**config.mk**
```make
export PLATFORM = sky130hd
export DESIGN_NAME = nws_ctrl
export DESIGN_NICKNAME = d
export VERILOG_FILES = /design/src/design/nws_pkg.sv /design/src/design/nws_ctrl.sv
export SDC_FILE = /design/constraint.sdc
export NUM_CORES = 1
export LEC_CHECK = 0
export BUFFER_PORTS_ARGS = -buffer_cell sky130_fd_sc_hd__buf_4
export CAP_MARGIN = 20
export CORE_AREA = 2 2 39 41
export CTS_CLUSTER_SIZE = 30
export DETAILED_ROUTE_END_ITERATION = 16
export DIE_AREA = 0 0 41 43
export PLACE_DENSITY = 0.72
export SYNTH_ARGS = -nofsm -noshare
export SYNTH_HDL_FRONTEND = slang
export SYNTH_SLANG_ARGS = --single-unit
```
**constraint.sdc**
```tcl
create_clock -name clock -period 1.3 [get_ports clock]
set_input_delay 0.195 -clock clock [delete_from_list [all_inputs] [get_ports clock]]
set_output_delay 0.195 -clock clock [all_outputs]
set_load 0.03 [all_outputs]
```
**src/design/nws_pkg.sv**
```systemverilog
// Shared constants, codes and control types for the nearest waypoint search block.
`default_nettype none

package nws_pkg;

   // Table depth default and fixed field widths
   localparam int MAX_POINTS_DEFAULT = 1024;
   localparam int MODE_W             = 2;
   localparam int COORD_W            = 32;
   localparam int INDEX_OUT_W        = 10;
   localparam int COUNT_OUT_W        = 11;
   localparam int SQ_W               = 2 * COORD_W;
   localparam int DIST_W             = SQ_W + 1;

   // Item operation codes
   localparam logic [MODE_W-1:0] MODE_CLEAR  = 2'd0;
   localparam logic [MODE_W-1:0] MODE_APPEND = 2'd1;
   localparam logic [MODE_W-1:0] MODE_QUERY  = 2'd2;

   // Controller states
   typedef enum logic [3:0] {
      ST_IDLE,
      ST_EXEC,
      ST_SCAN,
      ST_SCAN_DRAIN,
      ST_RD_CHOSEN,
      ST_RD_NEXT,
      ST_WAIT_NEXT,
      ST_INJ_SEG,
      ST_ADV_DRAIN,
      ST_RESULT
   } ctrl_state_type;

   // What a table read is for
   typedef enum logic [1:0] {
      RD_SCAN,
      RD_CHOSEN,
      RD_NEXT
   } rd_kind_type;

   // What a distance result is for
   typedef enum logic [1:0] {
      TAG_SCAN,
      TAG_SEG,
      TAG_VEH
   } dist_tag_type;

   // Controller to datapath
   typedef struct packed {
      logic capture;
      logic exec;
      logic query_start;
      logic rd_scan;
      logic rd_chosen;
      logic rd_next;
      logic inject_seg;
      logic load_rsp;
   } ctrl_cmd_type;

   // Datapath to controller
   typedef struct packed {
      logic is_query;
      logic count_zero;
      logic scan_last;
      logic has_next;
      logic busy;
   } dp_status_type;

endpackage

`default_nettype wire

```
**src/design/nws_ctrl.sv**
```systemverilog
// Sequencing state machine for item execution, table scan, advance check and result beat.
`default_nettype none

module nws_ctrl (
   input  wire logic                   clock,
   input  wire logic                   reset,
   input  wire logic                   req_valid,
   output logic                        req_stall,
   output logic                        rsp_valid,
   input  wire logic                   rsp_stall,
   input  wire nws_pkg::dp_status_type status,
   output nws_pkg::ctrl_cmd_type       cmd
);

   nws_pkg::ctrl_state_type state_ff, state_in;
   logic                    rsp_valid_ff, rsp_valid_in;
   logic                    slot_free;

   assign slot_free = !rsp_valid_ff || !rsp_stall;

   // Next state
   always_comb begin
      state_in = state_ff;
      case (state_ff)
         nws_pkg::ST_IDLE: begin
            if (req_valid) state_in = nws_pkg::ST_EXEC;
         end
         nws_pkg::ST_EXEC: begin
            if (status.is_query && !status.count_zero) state_in = nws_pkg::ST_SCAN;
            else state_in = nws_pkg::ST_RESULT;
         end
         nws_pkg::ST_SCAN: begin
            if (status.scan_last) state_in = nws_pkg::ST_SCAN_DRAIN;
         end
         nws_pkg::ST_SCAN_DRAIN: begin
            if (!status.busy) state_in = nws_pkg::ST_RD_CHOSEN;
         end
         nws_pkg::ST_RD_CHOSEN: begin
            state_in = nws_pkg::ST_RD_NEXT;
         end
         nws_pkg::ST_RD_NEXT: begin
            if (status.has_next) state_in = nws_pkg::ST_WAIT_NEXT;
            else state_in = nws_pkg::ST_ADV_DRAIN;
         end
         nws_pkg::ST_WAIT_NEXT: begin
            state_in = nws_pkg::ST_INJ_SEG;
         end
         nws_pkg::ST_INJ_SEG: begin
            state_in = nws_pkg::ST_ADV_DRAIN;
         end
         nws_pkg::ST_ADV_DRAIN: begin
            if (!status.busy) state_in = nws_pkg::ST_RESULT;
         end
         nws_pkg::ST_RESULT: begin
            if (slot_free) state_in = nws_pkg::ST_IDLE;
         end
         default: begin
            state_in = nws_pkg::ST_IDLE;
         end
      endcase
   end

   // Commands per state
   always_comb begin
      cmd = '0;
      case (state_ff)
         nws_pkg::ST_IDLE: begin
            cmd.capture = req_valid;
         end
         nws_pkg::ST_EXEC: begin
            cmd.exec        = 1'b1;
            cmd.query_start = status.is_query && !status.count_zero;
         end
         nws_pkg::ST_SCAN: begin
            cmd.rd_scan = 1'b1;
         end
         nws_pkg::ST_RD_CHOSEN: begin
            cmd.rd_chosen = 1'b1;
         end
         nws_pkg::ST_RD_NEXT: begin
            cmd.rd_next = status.has_next;
         end
         nws_pkg::ST_INJ_SEG: begin
            cmd.inject_seg = 1'b1;
         end
         nws_pkg::ST_RESULT: begin
            cmd.load_rsp = slot_free;
         end
         default: begin
            cmd = '0;
         end
      endcase
   end

   // Result beat valid: set on load, drop when taken
   always_comb begin
      rsp_valid_in = rsp_valid_ff;
      if (cmd.load_rsp) rsp_valid_in = 1'b1;
      else if (!rsp_stall) rsp_valid_in = 1'b0;
   end

   always_ff @(posedge clock) begin
      if (reset) begin
         state_ff     <= nws_pkg::ST_IDLE;
         rsp_valid_ff <= 1'b0;
      end else begin
         state_ff     <= state_in;
         rsp_valid_ff <= rsp_valid_in;
      end
   end

   assign req_stall = (state_ff != nws_pkg::ST_IDLE);
   assign rsp_valid = rsp_valid_ff;

endmodule

`default_nettype wire

```
=== After elaboration in Yosys (flattened, before gate mapping) ===
Index checks and enable logic that the tools add are counted.

* Bits in writable memories: 0
* Logic and storage cells: 42
* ROM bits: 0
* Memories: 0
* Flip-flop bits (word level): 5
* Latch bits: 0

* Divide/modulo/power cells: 0
* Mux-type cells: 17
* $lt $le $gt $ge: 0
* Reductions and logical operators: 8
* $add $sub $neg: 0
* Bitwise gates (word level): 0
* Shifts and indexed selects: 0
* Equality and inequality tests: 15
* Multiply operators: 0

{| class="wikitable"
|+ Operators with widths
! operator !! number
|-
| one-hot mux 4 bit (10 select lines) || 1
|-
| two-way mux 4 bit || 7
|-
| == test 4 x 3 -> 1 bit, second input constant || 4
|-
| inequality test 2 bit, second input constant || 5
|-
| == test 4 x 2 -> 1 bit, second input constant || 2
|-
| == test 4 bit, second input constant || 2
|-
| two-way mux 1 bit || 8
|-
| AND reduction 5 bit || 1
|-
| == test 4 x 1 -> 1 bit, second input constant || 1
|-
| logical NOT 4 bit || 1
|-
| nonzero test 4 bit || 1
|-
| logical NOT 1 bit || 3
|-
| two-way mux 2 bit || 1
|-
| inequality test 2 x 1 -> 1 bit, second input constant || 1
|-
| logical AND 1 bit || 1
|-
| logical OR 1 bit || 1
|}

=== Depth between registers and ports, before layout ===
* Depth in word-level cells: 4
* Depth in mapped cells: 5
* Gate-level depth less buffers: 4

=== Worst setup path after synthesis ===
Ideal clock, no wire load.

* Path kind: reg2out
* Start: reg state_ff[0]
* End: out cmd[7] in the netlist's numbering
* Slack: -0.399 ns
* Stages on the path, launching flop included: 5
* Data required time: 1.105 ns
* Path buffers: 1
* Arrival time: 1.504 ns
* Cells stage by stage: dfxtp_1 buf_4 nor3_1 nand2b_1 nor2_1

{| class="wikitable"
|+ RTL lines
! what !! line !! text
|-
| start: declaration || nws_ctrl.sv:15 || <nowiki>nws_pkg::ctrl_state_type state_ff, state_in;</nowiki>
|-
| start signal: assignment || nws_ctrl.sv:104 || <nowiki>state_ff <= nws_pkg::ST_IDLE;</nowiki>
|-
| start signal: assignment || nws_ctrl.sv:107 || <nowiki>state_ff <= state_in;</nowiki>
|-
| end: declaration || nws_ctrl.sv:12 || <nowiki>output nws_pkg::ctrl_cmd_type cmd</nowiki>
|}

==> summary.md <==
| Metric | Value |
|---|---|
| Antenna-violating nets left | `0` |
| Clk buf depth | `2` |
| First-pass detailed-route iteration total | `4` |
| RSZ-0062 raised after global routing | `true` |
| Flops & latches, synth | `5` |
| Failing checks | `setup timing` |
| Initial antenna violation count | `0` |
| Cell area power density | `1660 mW/mm2` |
| CP bufs+invs | `1` |
| Sequential element share of the synthesized area | `0.231` |
| Final hold vios | `0` |
| Synth Area in Simple Gates | `0.413` |
| Gr usage total | `0.183` |
| Slew HR | `0.690` |
| Largest family of logic cells by synthesized area | `simple AND/OR/NAND/NOR gates` |
| Synth Area in Compound Gates | `0.211` |
| Largest net degree at the start of global routing | `14` |
| DRT Wirelength | `1460 um` |
| Slowest stage delay, CP | `0.35 ns` |
| Commonest cells after routing, fill and taps aside | `buf_4, buf_6, nand2_1` |
| Mapped Area | `433 um2` |
| Max Cap Viol | `0` |
| Outcome | `finished, violations left` |
| H-tree Lvls | `1` |
| Area share of fa/ha/maj cells after synthesis | `0` |
| Max IR drop VDD | `1020 uV` |
| Path length in cells of the critical path | `4` |
| Gpl congestion | `0.778` |
| Static leakage | `0.000350 uW` |
| Area of the multi-input gates | `345 um2` |
| CP max FO | `3` |
| Worst-path clk slew | `0.04 ns` |
| Final min period | `1.51 ns` |
| Initial drt markers | `16` |
| Synth unique cells | `27` |
| Site row count | `14` |
| Initial Util | `0.313` |
| TritonCTS Buffers | `3` |
| Critical path launch point type | `flop` |
| Endpoint type of the worst setup path | `primary output` |
| Fill count | `120` |
| CP required | `1.11 ns` |
| CP delay by family, top | `simple AND/OR/NAND/NOR gates` |
| Pwr Total | `1310 uW` |
| YS warnings | `0` |
| Setup violators final | `10` |
| Post-placement cell area | `641 um2` |
| Worst-margin pin slew | `0.463 ns` |
| Grt ovf | `0` |
| Critical path arrival | `1.31 ns` |
| Max stage delay cell, worst path | `or3_4` |
| Clock latency on the worst-skew pair | `0.24 ns` |
| Max Clk Rate | `0.663 GHz` |
| HP Class | `input pin to flop` |
| DRC | `0` |
| Port Buffer Count | `18` |
| Worst setup path class | `flop to primary output` |
| Ports | `19` |
| Vias in the first global route | `524` |
| Die H | `43 um` |
| Worst hold path stage count | `2` |
| Syn Inst Count | `59` |
| Syn_nets | `68` |
| Via density | `5.33` |
| Syn Area/Cell | `7.34 um2` |
| Clk sink count | `5` |
| Hold WS | `0.168 ns` |
| Post-synthesis mux area share | `0.0231` |
| Final period util | `1.16` |
| CTS tree | `done` |
| Post-detail-place hpwl | `900 um` |
| WL/cell | `13.8 um` |
| DIE WIDTH | `41 um` |
| R2R depth | `6` |
| Commonest non-fill, non-tap cell in the layout | `buf_4` |
| Setup ws final | `-0.207 ns` |
| First-pass GRT wire length | `2150 um` |
| XOR/XNOR share of the synthesized area | `0` |
| Ant diodes | `0` |
| Die area | `0.00176 mm2` |
| Post-route cell area | `788 um2` |
| Clk root buf | `clkbuf_4` |
| Worst path cell trace | `nand2b_4 > or3_4 > a21oi_2 > buf_6` |
| Floorplan core area | `0.00138 mm2` |
| Layout cells sized above 1 | `0.611` |
| Vias post-DR | `565` |
| Clock Skews | `0.00365 ns` |
| Fin. max-slew vios | `0` |
| Final net count | `100` |
| Area grow syn2layout | `82.1%` |
| Area occupied by registers | `105 um2` |
| Dpl ws | `0.0179 ns` |
-- cells in the mapped netlist --
| cell type | count | area share |
|---|---|---|
| a2111oi_0 | 1 | 0.020 |
| mux2i_1 | 1 | 0.023 |
| nand2b_4 | 1 | 0.032 |
| a22oi_1 | 1 | 0.017 |
| nor2b_1 | 2 | 0.029 |
| dfxtp_1 | 5 | 0.23 |
| buf_6 | 1 | 0.026 |
| nand2_1 | 8 | 0.069 |
| o211ai_2 | 1 | 0.029 |
| buf_4 | 2 | 0.035 |
| o21ai_1 | 1 | 0.012 |
| and2_1 | 1 | 0.014 |
| nor3b_1 | 1 | 0.017 |
| a21oi_1 | 5 | 0.058 |
| nand2b_1 | 4 | 0.058 |
| nor2_1 | 7 | 0.061 |
| nor3_1 | 5 | 0.058 |
| inv_4 | 1 | 0.014 |
| or3_4 | 1 | 0.026 |
| nor4_1 | 2 | 0.029 |
| clkbuf_4 | 1 | 0.017 |
| a22o_1 | 1 | 0.020 |
| nand2b_2 | 1 | 0.020 |
| o221ai_2 | 1 | 0.035 |
| inv_1 | 2 | 0.017 |
| a211o_1 | 1 | 0.020 |
| buf_2 | 1 | 0.012 |
-- cell type report --
type                       count  area share
clock buffer                   4      0.0333
inverter                       3      0.0175
timing repair buffer          32       0.352
sequential                     5       0.133
multi-input combinational     46       0.438
tap                           16      0.0254
-- logic make-up (layout without fill, tap and decap cells) --
family	Yosys count	count (layout)
AOI/OAI and AO/OA	12	12
muxes	1	1
buffers and inverters	8	39
DFF	5	5
and+or+nand+nor	33	33
-- flip-flops by register name (all words and copies together), names as in the netlist --
name       count
rsp_valid      1
state_ff       4
-- per-stage QoR --
stage,TNS [ns],util,cells
CTS,-0.964,0.546,104
detailed placement,0,0.463,98
floorplan,-0.621,-,59
global route,-1.73,0.570,106
finish,-1.17,0.570,106
global placement,-0.00273,0.463,98
-- repair_timing --
| action | CTS | global route |
|---|---|---|
| resized for setup | 21 | 4 |
| endpoints found under the setup margin | 9 | 12 |
| buffers inserted | 3 | 2 |
| pin swaps | 3 | 3 |
| hold buffers | 0 | 0 |
-- per-layer routing --
layer / up-vias / global-route usage / share of wire / wire length, um
li1: 266 / - / - / -
met1: 261 / 0.186 / 0.37 / 547
met2: 32 / 0.300 / 0.53 / 781
met3: 6 / 0.0576 / 0.060 / 88
met4: 0 / 0.113 / 0.030 / 44
met5: - / 0 / 0 / 0
-- worst paths after layout --
kind / startpoint / endpoint / slack (ns)
min: reset / state_ff[3]$_SDFFE_PP0P_ / 0.17
min reg2reg: state_ff[3]$_SDFFE_PP0P_ / state_ff[1]$_SDFFE_PP0P_ / 0.58
max reg2reg: state_ff[0]$_SDFFE_PP0P_ / state_ff[2]$_SDFFE_PP0P_ / -0.17
max: state_ff[1]$_SDFFE_PP0P_ / cmd[0] / -0.21
-- power breakdown --
part / internal (uW) / leakage, uW / switching, uW
clock network: 116 / 0.0000150 / 63.9
registers: 189 / 0.0000424 / 40.4
logic: 450 / 0.000293 / 449
total: 755 / 0.000350 / 554
Note: power is estimated with default switching activity, not from simulation.
